### config.mk
export PLATFORM = sky130hd
export DESIGN_NAME = delimiter_framer_top_flat
export DESIGN_NICKNAME = d
export VERILOG_FILES = /design/src/sv/dfr_pkg.sv /design/src/sv/dfr_stream_if.sv /design/src/sv/dfr_core.sv /design/src/sv/delimiter_framer_top.sv /design/src/flat_wrapper.sv
export SDC_FILE = /design/constraint.sdc
export NUM_CORES = 1
export LEC_CHECK = 0
export ABC_AREA = 0
export BUFFER_PORTS_ARGS = -buffer_cell sky130_fd_sc_hd__buf_2
export CORE_MARGIN = 2
export CORE_UTILIZATION = 31
export CTS_CLUSTER_SIZE = 10
export DETAILED_ROUTE_END_ITERATION = 6
export HOLD_SLACK_MARGIN = 0.12
export SETUP_SLACK_MARGIN = 0.5
export SYNTH_ARGS = -nofsm -noshare
export SYNTH_HDL_FRONTEND = slang
export SYNTH_HIERARCHICAL = 1
export SYNTH_SLANG_ARGS = --single-unit
### constraint.sdc
create_clock -name clk -period 8.6 [get_ports clk]
set_input_delay 2.15 -clock clk [delete_from_list [all_inputs] [get_ports clk]]
set_output_delay 2.15 -clock clk [all_outputs]
set_load 0.1 [all_outputs]
### src/sv/dfr_pkg.sv
// Package for the delimiter framer: payload types, register indexes, reset values.
package dfr_pkg;

    localparam int DEF_MAX_SEP_LEN = 8;
    localparam int DEF_OFFSET_BITS = 32;

    localparam int PATTERN_BITS   = 64;
    localparam int SEP_LEN_BITS   = 4;
    localparam int CFG_INDEX_BITS = 2;
    localparam int OUT_BITS       = 32;

    localparam logic [CFG_INDEX_BITS-1:0] REG_SEP_PATTERN = 2'd0;
    localparam logic [CFG_INDEX_BITS-1:0] REG_SEP_LENGTH  = 2'd1;
    localparam logic [CFG_INDEX_BITS-1:0] REG_TRIM_SEP    = 2'd2;

    localparam logic [PATTERN_BITS-1:0] RST_SEP_PATTERN = 64'h0000_0000_0000_0D0A;
    localparam logic [SEP_LEN_BITS-1:0] RST_SEP_LENGTH  = 4'd2;
    localparam logic                    RST_TRIM_SEP    = 1'b0;

    typedef struct packed {
        logic [7:0] data_byte;
        logic       restart;
    } byte_payload_t;

    typedef struct packed {
        logic [OUT_BITS-1:0] part_offset;
        logic [OUT_BITS-1:0] part_length;
    } part_payload_t;

    typedef struct packed {
        logic [PATTERN_BITS-1:0] sep_pattern;
        logic [SEP_LEN_BITS-1:0] sep_length;
        logic                    trim_sep;
    } cfg_t;

    typedef struct packed {
        logic          hit;
        part_payload_t part;
    } match_result_t;

endpackage

### src/sv/dfr_stream_if.sv
// Valid/ready channel interfaces for stream bytes and finished parts.
interface dfr_byte_if;
    logic                   valid;
    logic                   ready;
    dfr_pkg::byte_payload_t payload;

    modport source (output valid, output payload, input ready);
    modport sink (input valid, input payload, output ready);
endinterface

interface dfr_part_if;
    logic                   valid;
    logic                   ready;
    dfr_pkg::part_payload_t payload;

    modport source (output valid, output payload, input ready);
    modport sink (input valid, input payload, output ready);
endinterface

### src/sv/dfr_core.sv
// Framing state and separator matcher: advance one byte per step.
module dfr_core #(
    parameter int MAX_SEP_LEN = dfr_pkg::DEF_MAX_SEP_LEN,
    parameter int OFFSET_BITS = dfr_pkg::DEF_OFFSET_BITS
) (
    input  logic                   clk,
    input  logic                   rst_n,
    input  logic                   step,
    input  dfr_pkg::byte_payload_t item,
    input  dfr_pkg::cfg_t          cfg,
    output dfr_pkg::match_result_t result
);

    localparam int WIN_BITS = 8 * MAX_SEP_LEN;
    localparam int LEN_BITS = $clog2(MAX_SEP_LEN + 1);

    logic [WIN_BITS-1:0]    window_reg;
    logic [WIN_BITS-1:0]    window_next;
    logic [OFFSET_BITS-1:0] offset_reg;
    logic [OFFSET_BITS-1:0] offset_next;
    logic [OFFSET_BITS-1:0] start_reg;
    logic [OFFSET_BITS-1:0] start_base;
    logic [LEN_BITS-1:0]    count_reg;
    logic [LEN_BITS-1:0]    count_next;
    logic [LEN_BITS-1:0]    eff_len;
    logic [OFFSET_BITS-1:0] part_len;
    logic                   mismatch;
    logic                   hit;

    // Clamp separator length into 1..MAX_SEP_LEN.
    always_comb
    begin
        if (cfg.sep_length == '0)
        begin
            eff_len = LEN_BITS'(1);
        end
        else if (cfg.sep_length > dfr_pkg::SEP_LEN_BITS'(MAX_SEP_LEN))
        begin
            eff_len = LEN_BITS'(MAX_SEP_LEN);
        end
        else
        begin
            eff_len = LEN_BITS'(cfg.sep_length);
        end
    end

    // Restart clears the stream before the byte is taken.
    always_comb
    begin
        logic [WIN_BITS-1:0]    window_base;
        logic [OFFSET_BITS-1:0] offset_base;
        logic [LEN_BITS-1:0]    count_base;
        window_base = item.restart ? '0 : window_reg;
        offset_base = item.restart ? '0 : offset_reg;
        start_base  = item.restart ? '0 : start_reg;
        count_base  = item.restart ? '0 : count_reg;
        window_next = (window_base << 8) | WIN_BITS'(item.data_byte);
        offset_next = offset_base + OFFSET_BITS'(1);
        count_next  = (count_base < LEN_BITS'(MAX_SEP_LEN)) ?
                      count_base + LEN_BITS'(1) : count_base;
    end

    always_comb
    begin
        mismatch = 1'b0;
        for (int i = 0; i < MAX_SEP_LEN; i++)
        begin
            if ((i < int'(eff_len)) &&
                (window_next[8*i +: 8] != cfg.sep_pattern[8*i +: 8]))
            begin
                mismatch = 1'b1;
            end
        end
    end

    assign hit = (count_next >= eff_len) && !mismatch;

    always_comb
    begin
        part_len = offset_next - start_base;
        if (cfg.trim_sep)
        begin
            part_len = part_len - OFFSET_BITS'(eff_len);
        end
    end

    assign result.hit              = hit;
    assign result.part.part_offset = dfr_pkg::OUT_BITS'(start_base);
    assign result.part.part_length = dfr_pkg::OUT_BITS'(part_len);

    always_ff @(posedge clk or negedge rst_n)
    begin
        if (!rst_n)
        begin
            window_reg <= '0;
            offset_reg <= '0;
            start_reg  <= '0;
            count_reg  <= '0;
        end
        else if (step)
        begin
            window_reg <= window_next;
            offset_reg <= offset_next;
            start_reg  <= hit ? offset_next : start_base;
            count_reg  <= hit ? '0 : count_next;
        end
    end

endmodule

### src/sv/delimiter_framer_top.sv
// Top level of the delimiter framer: config registers, input stage, result register.
// A result reaches part_stream through the input stage and then the result register after its final byte is accepted.
// Throughput: one byte per cycle unless a held result stalls the output; dfr_core updates its state on each step.
// A result waiting in the output register stops the next byte from entering only when the input stage is full.
// Reset (rst_n low, asynchronous): stream state cleared, registers to CR LF, length 2,
// no trim; both pipeline stages empty.
module delimiter_framer_top #(
    parameter int MAX_SEP_LEN = dfr_pkg::DEF_MAX_SEP_LEN,
    parameter int OFFSET_BITS = dfr_pkg::DEF_OFFSET_BITS
) (
    input  logic                               clk,
    input  logic                               rst_n,
    dfr_byte_if.sink                           byte_stream,
    dfr_part_if.source                         part_stream,
    input  logic                               wr_en,
    input  logic [dfr_pkg::CFG_INDEX_BITS-1:0] wr_index,
    input  logic [dfr_pkg::PATTERN_BITS-1:0]   wr_data
);

    // Configuration registers; the user must write them only while the block is idle; the block does not enforce it.
    dfr_pkg::cfg_t cfg_reg;

    always_ff @(posedge clk or negedge rst_n)
    begin
        if (!rst_n)
        begin
            cfg_reg.sep_pattern <= dfr_pkg::RST_SEP_PATTERN;
            cfg_reg.sep_length  <= dfr_pkg::RST_SEP_LENGTH;
            cfg_reg.trim_sep    <= dfr_pkg::RST_TRIM_SEP;
        end
        else if (wr_en)
        begin
            unique case (wr_index)
                dfr_pkg::REG_SEP_PATTERN: cfg_reg.sep_pattern <= wr_data;
                dfr_pkg::REG_SEP_LENGTH:
                    cfg_reg.sep_length <= wr_data[dfr_pkg::SEP_LEN_BITS-1:0];
                dfr_pkg::REG_TRIM_SEP:    cfg_reg.trim_sep <= wr_data[0];
                default:                  ;  // unused index: drop the write
            endcase
        end
    end

    // Input stage: one byte held ahead of the framing logic.
    logic                   in_valid_reg;
    dfr_pkg::byte_payload_t in_data_reg;
    logic                   out_valid_reg;
    dfr_pkg::part_payload_t out_data_reg;
    logic                   advance;
    logic                   step;
    dfr_pkg::match_result_t result;

    // The result register can take a new value when empty or being drained.
    assign advance           = !out_valid_reg || part_stream.ready;
    assign step              = in_valid_reg && advance;
    assign byte_stream.ready = !in_valid_reg || advance;

    always_ff @(posedge clk or negedge rst_n)
    begin
        if (!rst_n)
        begin
            in_valid_reg <= 1'b0;
        end
        else if (byte_stream.ready)
        begin
            in_valid_reg <= byte_stream.valid;
        end
    end

    always_ff @(posedge clk)
    begin
        if (byte_stream.ready && byte_stream.valid)
        begin
            in_data_reg <= byte_stream.payload;
        end
    end

    dfr_core #(
        .MAX_SEP_LEN (MAX_SEP_LEN),
        .OFFSET_BITS (OFFSET_BITS)
    ) u_core (
        .clk    (clk),
        .rst_n  (rst_n),
        .step   (step),
        .item   (in_data_reg),
        .cfg    (cfg_reg),
        .result (result)
    );

    // Result register: load on a match, clear when taken with nothing behind it.
    always_ff @(posedge clk or negedge rst_n)
    begin
        if (!rst_n)
        begin
            out_valid_reg <= 1'b0;
        end
        else if (advance)
        begin
            out_valid_reg <= step && result.hit;
        end
    end

    always_ff @(posedge clk)
    begin
        if (step && result.hit)
        begin
            out_data_reg <= result.part;
        end
    end

    assign part_stream.valid   = out_valid_reg;
    assign part_stream.payload = out_data_reg;

    // Input backs up only when both stages are full and the output is stalled.
    a_ready_only_stalled: assert property (@(posedge clk) disable iff (!rst_n)
        !byte_stream.ready |-> (in_valid_reg && out_valid_reg && !part_stream.ready))
        else $error("input stalled without a full, blocked pipeline");

    // A match on a step always shows up as a pending result.
    a_hit_reaches_output: assert property (@(posedge clk) disable iff (!rst_n)
        (step && result.hit) |=> out_valid_reg)
        else $error("matched part lost before the result register");

    // A part found on a restart byte starts at offset zero.
    a_restart_offset: assert property (@(posedge clk) disable iff (!rst_n)
        (step && in_data_reg.restart && result.hit) |-> (result.part.part_offset == '0))
        else $error("part after restart does not start at zero");

    // A stalled result holds until taken.
    a_result_held: assert property (@(posedge clk) disable iff (!rst_n)
        (out_valid_reg && !part_stream.ready) |=> (out_valid_reg && $stable(out_data_reg)))
        else $error("pending result changed while stalled");

endmodule
### src/flat_wrapper.sv
// flat-port wrapper written by rule: the top's interface ports become plain ports
module delimiter_framer_top_flat 
#(
    parameter int MAX_SEP_LEN = dfr_pkg::DEF_MAX_SEP_LEN,
    parameter int OFFSET_BITS = dfr_pkg::DEF_OFFSET_BITS
)
  (clk, rst_n, wr_en, wr_index, wr_data, byte_stream_valid, byte_stream_payload, byte_stream_ready, part_stream_valid, part_stream_payload, part_stream_ready);
  dfr_byte_if byte_stream_i ();
  dfr_part_if part_stream_i ();
  input  logic clk;
  input  logic rst_n;
  input  logic wr_en;
  input  logic [dfr_pkg::CFG_INDEX_BITS-1:0] wr_index;
  input  logic [dfr_pkg::PATTERN_BITS-1:0] wr_data;
  input wire logic [$bits(byte_stream_i.valid)-1:0] byte_stream_valid;
  input wire logic [$bits(byte_stream_i.payload)-1:0] byte_stream_payload;
  output wire logic [$bits(byte_stream_i.ready)-1:0] byte_stream_ready;
  output wire logic [$bits(part_stream_i.valid)-1:0] part_stream_valid;
  output wire logic [$bits(part_stream_i.payload)-1:0] part_stream_payload;
  input wire logic [$bits(part_stream_i.ready)-1:0] part_stream_ready;
  assign byte_stream_i.valid = byte_stream_valid;
  assign byte_stream_i.payload = byte_stream_payload;
  assign byte_stream_ready = byte_stream_i.ready;
  assign part_stream_valid = part_stream_i.valid;
  assign part_stream_payload = part_stream_i.payload;
  assign part_stream_i.ready = part_stream_ready;
  delimiter_framer_top #(.MAX_SEP_LEN(MAX_SEP_LEN), .OFFSET_BITS(OFFSET_BITS)) u_core (.clk(clk), .rst_n(rst_n), .byte_stream(byte_stream_i), .part_stream(part_stream_i), .wr_en(wr_en), .wr_index(wr_index), .wr_data(wr_data));
endmodule
Word-level counts from Yosys, hierarchy flattened:

Index checks and enable logic that the tools add are counted.

* input port bits: 80
* logic and storage cells: 79
* bits in registers: 268
* output and inout port bits: 66

* equality and inequality tests: 10
* order comparisons: 11
* reduce and logical (&&, ||, !) cells: 22
* bitwise logic cells: 1
* $add $sub $neg: 4
* mux-type cells: 18

Operator list (count)
* $mux W32: 4
* $ne A8 B8 Y1: 8
* $or A64 B8 Y64: 1
* $mux W56: 1
* $add A32 B1 Y32 const B: 1
* $sub A32 B32 Y32: 1
* $sub A32 B4 Y32: 1
* $mux W4: 5
* $lt A3 B4 Y1 const A: 4
* $logic_and A1 B1 Y1: 12
* $lt A1 B4 Y1 const A: 2
* $lt A2 B4 Y1 const A: 2
* $mux W1: 8
* $reduce_and A2 Y1: 3
* $add A4 B1 Y4 const B: 1
* $ge A4 B4 Y1: 1
* $gt A4 B4 Y1 const B: 1
* $logic_not A4 Y1: 1
* $lt A4 B4 Y1 const B: 1
* $logic_not A1 Y1: 3
* $eq A2 B1 Y1 const B: 1
* $eq A2 B2 Y1 const B: 1
* $logic_not A2 Y1: 1
* $logic_or A1 B1 Y1: 2

Logic depth before layout (Yosys ltp):

Gate-level depths: netlist of the first run.

* depth after elaboration: 16
* gate-level depth with buffers: 26
* gate-level depth less buffers: 21

Modules after synthesis:

The synthesis of the first run kept the hierarchy.

By module, submodules not included
* dfr_core: cells an instance 1197, instances 1, sequential area each 3103.0 µm², area each 10017.1 µm²
* delimiter_framer_top: cells an instance 231, instances 1, sequential area each 3976.3 µm², area each 5183.7 µm²

Least setup slack after synthesis of the first run:

Ideal clock, no wire load.

* path kind: register to register
* from: register u_core/in_data_reg[0] (netlist name)
* to: register u_core.out_data_reg, in the netlist u_core/part_stream.payload[0], enable pin
* stages on the path, launching flop included: 23
* data required time: 8.106 ns
* data arrival time: 7.298 ns
* period minus slack after synthesis: 7.791 ns
* path slack: 0.809 ns
* setup time: 0.494 ns
* path buffers: 10
* cells stage by stage: edfxtp_1 > clkbuf_1 > clkbuf_1 > clkbuf_1 > buf_1 > clkbuf_1 > buf_1 > nor2_1 > ha_1 > o21ai_0 > o31ai_1 > ha_1 > a21o_1 > a21o_1 > a21oi_1 > nor4_1 > o221a_2 > buf_2 > buf_2 > buf_1 > buf_4 > nand2_1 > nor2b_1

* word-level cells in the longest chain between the ends: 14
* elaborated cells on any way between the ends: 31
* classes of those cells: add/sub (1); order compare (2); eq/ne (7); mux (10); bitwise (1); reduce/logical (10)

Ends and longest elaborated chain
* start: declaration: RTL line delimiter_framer_top.sv:45 `dfr_pkg::byte_payload_t in_data_reg;`
* start signal: assignment: RTL line delimiter_framer_top.sv:73 `in_data_reg <= byte_stream.payload;`
* $mux W56: RTL line dfr_core.sv:53 `window_base = item.restart ? '0 : window_reg;`
* $or A64 B8 Y64: RTL line dfr_core.sv:57 `window_next = (window_base << 8) | WIN_BITS'(item.data_byte);`
* $ne A8 B8 Y1: RTL line dfr_core.sv:69 `(window_next[8*i +: 8] != cfg.sep_pattern[8*i +: 8]))`
* $logic_and A1 B1 Y1: RTL line dfr_core.sv:68 `if ((i < int'(eff_len)) &&`
* $mux W1 (7 in series): RTL line dfr_core.sv:68
* $logic_not A1 Y1: RTL line dfr_core.sv:76 `assign hit = (count_next >= eff_len) && !mismatch;`
* $logic_and A1 B1 Y1 *: RTL line dfr_core.sv:76
* via u_core.u_core.hit: RTL line dfr_core.sv:28 `logic hit;`
* $logic_and A1 B1 Y1 *: RTL line delimiter_framer_top.sv:104 `if (step && result.hit)`
* end signal: assignment: RTL line delimiter_framer_top.sv:106 `out_data_reg <= result.part;`
* end: declaration: RTL line delimiter_framer_top.sv:47 `dfr_pkg::part_payload_t out_data_reg;`

The timed path passes the listed nets; every way through them passes the cells marked *.
A chain may end at the register's enable or synchronous reset.

==> reports/results.txt, run 1 <==
Yosys top cell area share -> 31.1%
Sequential Power Share -> 42.3%
Hold Crit Class -> reg2reg
Remaining antenna violation count -> 0
Met2 global-route usage -> 23.8%
Synth Register Bits -> 268
Yosys cell types -> 83
DP HPWL -> 26.1 mm
Initial antenna violation count -> 2
Slew @ Worst Pin -> 1.02 ns
Async SR Flop Fraction -> 72.8%
GPL Wtd Cong -> 0.845
Die Ht -> 225 µm
CTS HTree Levels -> 2
Synthesized area per cell -> 10.6 µm²
WL per Instance -> 16.6 µm
CP Launch Type -> flop
Starting density of the core -> 31.2%
Post-placement cell count -> 2,142
Vias in the first global route -> 10.9k
Final Max Tran Viols -> 0
Gr busiest metal -> met2
Outcome -> finished, final reports clean
Pre-Repair DR Iteration Count -> 5
Non-Filler Instances -> 2,206
Aggregate global-route resource usage -> 14.7%
Worst Path Arrival -> 6.36 ns
Filler cells -> 4,826
Via density -> 4.99
CP Max Fanout -> 49
P_leak -> 7.61 nW
Hold Fails Final Rpt -> 0
Area growth syn-to-layout -> 15.3%
TritonCTS clock tree -> built
Synth top area cells -> dfrtp_1, edfxtp_1, mux2_4, xnor2_1, mux2_2
Switching Share -> 28.7%
Global-route wire length before repair -> 59.3 mm
Port Buf Inserts -> 145
Number of synthesized flops with an enable pin -> 73
Max FFs per register -> 69
Root buf cell -> clkbuf_16
DR iter-0 viols -> 673
Via Count -> 11.0k
Top FF cell, synth -> dfrtp_1
# Post-CTS Setup Buffers -> 0
Setup CP Type -> reg2reg
Ports -> 146
Die W -> 225 µm
Max IR drop VDD -> 0.000132 V
Met1 Use GR -> 19.9%
Largest net degree at the start of global routing -> 98
N_diodes -> 0
Cell area after synthesis -> 15,200 µm²
Net Switching -> 1.05 mW
Fin area -> 17,500 µm²
CTS Buf Count -> 35
Logic gate share of total power -> 20.0%
Data required, critical path -> 8.88 ns
Post-CTS Resized -> 0
Cell-internal power -> 2.62 mW
Core Footprint -> 48,600 µm²
Final net count -> 1,680
Die ar. -> 50,800 µm²
Layout cells sized above 1 -> 24.7%
# setup viols final -> 0
Final Skew -> 0.0127 ns
Remaining global-route overflow -> 0
Synth cell count leaders -> dfrtp_1, nand2_1, nor2_1
Count of max-cap constraint violations -> 0
GR Util met3 -> 2.40%
Clock buffer depth -> 3
# rows -> 81
Power per cell area -> 209 nW/µm²
Fmax -> 0.165 GHz
Clock network power share -> 37.6%
Final wirelength -> 36.7 mm
# DRC -> 0
Final period demand of the worst path -> 6.08 ns
CTS sink cnt -> 268
Max_slew headroom -> 32.1%
Setup repair after global routing missed its margin -> false
Setup TNS -> 0 ns
Placed inst area -> 16,400 µm²
Syn_nets -> 1,551
Hold-fix buffers, CTS -> 0
CP endpoint kind -> flop
Synth Warn # -> 6
Period utilization -> 70.7%
Synth Instances -> 1,428
Most common cell in the synthesized netlist -> dfrtp_1
Worst-Skew Late Latency -> 0.54 ns
Worst-path clk slew -> 0.05 ns
Area leader, netlist -> dfrtp_1
Register area share after synthesis -> 46.6%
[power by group through the flow]
stage / logic [mW] / clock network [mW] / registers (mW)
finish: 0.736 / 1.38 / 1.55
global placement: 0.716 / 0 / 1.57
detailed placement: 0.733 / 0 / 1.58
global route: 0.821 / 1.48 / 1.57
CTS: 0.738 / 1.43 / 1.55
floorplan: 0.582 / 0 / 1.53
[layout by cell type, fill, tap and decap left out, types with 16 or more instances in the layout]
master     synthesis  routed
nand2_1          113     113
nor2b_1           50      49
dfrtp_1          189     189
edfxtp_1          73      73
clkbuf_16          0      35
xnor2_1           78      78
mux2_2            49      49
a31o_2            37      37
nor3_1            38      38
xor2_1            36      36
buf_2              5     144
o32ai_1           25      25
mux2_4            60      60
a21oi_1           42      42
a22o_1            16      16
a31oi_1           32      32
nand3_1           48      48
a21o_1            21      21
o21ai_0           57      57
nor2_1            99      99
inv_1             90      89
ha_1              41      41
[through the flow]
step / utilization (%) / hold WS [ns] / total power, mW / worst slack, ns
floorplan: - / 0.458 / 2.12 / 0.809
global placement: 33.8 / 0.478 / 2.29 / 2.73
detailed placement: 33.8 / 0.477 / 2.31 / 2.60
CTS: 36.0 / 0.497 / 3.72 / 2.57
global route: 36.0 / 0.514 / 3.87 / 2.10
finish: 36.0 / 0.501 / 3.67 / 2.52
[area by class of cell]
class	count	area, µm²	area share, %
inverter	90	339	1.94
clock buffer	57	1040	5.93
clock inverter	7	46.3	0.264
timing repair buffer	154	802	4.58
multi-input combinational	1008	7440	42.4
sequential	268	7080	40.4
tap	622	778	4.44
[path summary, 6_finish.rpt]
path	start	endpoint	slack, ns	depth (start not counted)
max	u_core/in_data_reg[0]	u_core/part_stream.payload[23]	2.52	16
min	u_core/u_core/start_reg[10]	u_core/u_core/start_reg[10]	0.50	1
max reg2reg	u_core/in_data_reg[0]	u_core/part_stream.payload[23]	2.52	16
min reg2reg	u_core/u_core/start_reg[10]	u_core/u_core/start_reg[10]	0.50	1
max in group asynchronous	rst_n	u_core/u_core/start_reg[16]	5.65	2
min in group asynchronous	rst_n	u_core/cfg_reg[27]	1.67	1
[worst max-delay path, cell delays in order, from the launching register on]
cell and delay [ns]:
edfxtp_1 0.70, clkinv_2 0.61, buf_4 0.50, nand2_1 0.14, xnor2_1 0.19, ha_1 0.34, nor2b_1 0.17, o31ai_1 0.33
a21oi_1 0.15, nor2b_1 0.17, or4b_2 0.70, nand3b_1 0.33, nor4_2 0.54, a41oi_1 0.21, a311o_1 0.40, a211oi_2 0.24
xnor2_1 0.08
[logic make-up (layout without fill, tap and decap cells)]
family          Yosys count  after routing  synth area share, %
buf+inv                 152            308                 4.61
mux                     113            113                 9.82
fa+ha+maj                43             43                 3.64
flops                   268            268                 46.6
simple gates            438            438                 14.6
xor+xnor                117            117                 6.99
compound gates          297            297                 13.8
[routing by layer]
layer	part of all wire [%]	routed length, µm
met1	47	17200
met2	46	17100
met3	4.2	1540
met4	2.5	936
met5	0.035	13
Note: power is estimated with default switching activity, not from simulation.
==> run 2, diff against run 1 <==
==> constraint.sdc (replaced) <==
create_clock -name clk -period 5.4 [get_ports clk]
set_input_delay 1.35 -clock clk [delete_from_list [all_inputs] [get_ports clk]]
set_output_delay 1.35 -clock clk [all_outputs]
set_load 0.1 [all_outputs]
==> run 2 against run 1 <==
First-iteration DRC count decreased by 2.7%. Flip-flop and latch count unchanged. Largest power group unchanged. Highest routed layer unchanged. Hold slack lost 0.0034 ns. Global-route usage fell by 0.11 points.
==> reports/results.txt, run 2 (synthesis gave the netlist of run 1 again) <==
Worst-path clk slew -> 0.06 ns
Cell-internal power -> 4.21 mW
Die W -> 225 µm
Hold Crit Class -> reg2reg
CTS HTree Levels -> 2
WL per Instance -> 16.7 µm
# rows -> 81
Port Buf Inserts -> 145
Clock network power share -> 36.8%
Period utilization -> 87.0%
Outcome -> finished, final reports clean
Die ar. -> 50,800 µm²
GPL Wtd Cong -> 0.819
Hold Fails Final Rpt -> 0
Reg2reg start -> u_core/in_data_reg[0]
Via density -> 5.02
Worst Path Buf+Inv -> 1
Cells along the critical path -> buf_6, nand4b_1, nor4_4, and3_4, nand3_1, xor2_1, nor2_2, ha_4, o21a_1, o21ai_1, a21boi_2, nor2_4, o41ai_4, mux2_4, o21bai_4, nand3_2, nor4b_4, nand4_1, xnor2_1
Final net count -> 1,696
Placed inst area -> 16,700 µm²
Setup TNS -> 0 ns
Global-route wire length before repair -> 58.7 mm
Clock buffer depth -> 3
Final period demand of the worst path -> 4.70 ns
Slew @ Worst Pin -> 1.07 ns
Starting density of the core -> 31.2%
Largest net degree at the start of global routing -> 103
Reg-to-reg endpoint -> u_core/part_stream.payload[31]
Sequential Power Share -> 41.6%
Worst Path Arrival -> 4.97 ns
Fmax -> 0.213 GHz
Fin area -> 18,200 µm²
Die Ht -> 225 µm
Area growth syn-to-layout -> 19.8%
# DRC -> 0
Count of max-cap constraint violations -> 0
Hold Startpoint -> u_core/u_core/start_reg[17]
Post-layout util -> 37.4%
Data required, critical path -> 5.67 ns
CTS sink cnt -> 268
Max_slew headroom -> 28.9%
Root buf cell -> clkbuf_16
Most common cell after layout, fill and taps aside -> dfrtp_1
Max IR drop VDD -> 0.000166 V
Worst-Skew Late Latency -> 0.54 ns
Final Max Tran Viols -> 0
Aggregate global-route resource usage -> 14.5%
Net Switching -> 1.73 mW
# setup viols final -> 0
Slowest cell on the critical path -> o41ai_4
Hold-fix buffers, CTS -> 0
Remaining global-route overflow -> 0
CP endpoint kind -> flop
Initial antenna violation count -> 2
WHS Endpoint -> u_core/u_core/start_reg[17]
Hold depth -> 1
CTS Buf Count -> 35
P_leak -> 7.80 nW
Via Count -> 11.2k
CP Max Fanout -> 12
Core Footprint -> 48,600 µm²
Final wirelength -> 37.1 mm
N_diodes -> 0
Most frequent cells in the layout -> dfrtp_1, buf_2, nand2_1, nor2_1, inv_1
Pwr Total -> 5.95 mW
DR iter-0 viols -> 655
Worst path max stage delay -> 0.49 ns
CP Launch Type -> flop
Setup repair after global routing missed its margin -> true
R2R setup slack -> 0.70 ns
Switching Share -> 29.1%
DP HPWL -> 26.1 mm
Delay-heaviest family, CP -> simple AND/OR/NAND/NOR gates
Vias in the first global route -> 10.7k
Power per cell area -> 327 nW/µm²
R2R cell count -> 19
Final Skew -> 0.0188 ns
Pre-Repair DR Iteration Count -> 5
TritonCTS clock tree -> built
Max FFs per register -> 69
Layout cells sized above 1 -> 29.8%
Remaining antenna violation count -> 0
Setup CP Type -> reg2reg
Ports -> 146
Logic gate share of total power -> 21.7%
run 2: how the worst max path moves through the flow:
stage	start	to	slack (ns)	cells after the start
floorplan	u_core/in_data_reg[0]	u_core/part_stream.payload[30]	0.28	25
global placement	u_core/in_data_reg[0]	u_core/part_stream.payload[23]	0.52	17
detailed placement	u_core/in_data_reg[0]	u_core/part_stream.payload[31]	0.49	19
CTS	u_core/in_data_reg[0]	u_core/part_stream.payload[23]	0.50	17
global route	u_core/in_data_reg[0]	u_core/part_stream.payload[31]	0.44	18
finish	u_core/in_data_reg[0]	u_core/part_stream.payload[31]	0.70	19
run 2: power groups by stage:
| stage | combinational, mW | sequential [mW] | clock, mW |
|---|---|---|---|
| final | 1.29 | 2.47 | 2.19 |
| after global routing | 1.43 | 2.50 | 2.35 |
| after CTS | 1.24 | 2.47 | 2.27 |
| after detailed placement | 1.23 | 2.51 | 0 |
| after global placement | 1.21 | 2.50 | 0 |
| after floorplan | 0.986 | 2.44 | 0 |
run 2: metal layers:
metal | vias to the layer above | routed length [µm] | global-route usage, %
li1 | 5432 | - | -
met3 | 59 | 1710 | 2.45
met2 | 280 | 17700 | 24.2
met4 | 2 | 896 | 4.89
met5 | - | 9 | 0
met1 | 5387 | 16800 | 19.1
run 2: repair_timing:
item / 4_1_cts / 5_1_grt
pin swaps: 2 / 19
setup buffers: 0 / 12
endpoints found under the setup margin: 5 / 8
resized for setup: 1 / 61
run 2: worst register-to-register path, stage by stage, from the launching register on:
cell,delay (ns)
edfxtp_1,0.44
buf_6,0.18
nand4b_1,0.23
nor4_4,0.43
and3_4,0.27
nand3_1,0.09
xor2_1,0.18
nor2_2,0.09
ha_4,0.28
o21a_1,0.12
o21ai_1,0.08
a21boi_2,0.24
nor2_4,0.09
o41ai_4,0.49
mux2_4,0.36
o21bai_4,0.15
nand3_2,0.12
nor4b_4,0.31
nand4_1,0.16
xnor2_1,0.15
run 2: metrics by stage:
step                      hold WS [ns]  setup WS [ns]  instances
after floorplan                  0.458          0.283       1428
after global routing             0.507          0.441       2221
after global placement           0.483          0.523       2146
after CTS                        0.499          0.505       2209
after detailed placement         0.482          0.494       2146
final                            0.498          0.701       2221
run 2: layout make-up:
| cell class | count | area, µm² |
|---|---|---|
| Fill cell | 4753 | 30400 |
| Multi-Input combinational cell | 1008 | 7990 |
| Sequential cell | 268 | 7080 |
| Clock buffer | 54 | 977 |
| Timing Repair Buffer | 170 | 963 |
| Tap cell | 622 | 778 |
| Inverter | 90 | 338 |
| Clock inverter | 9 | 83.8 |
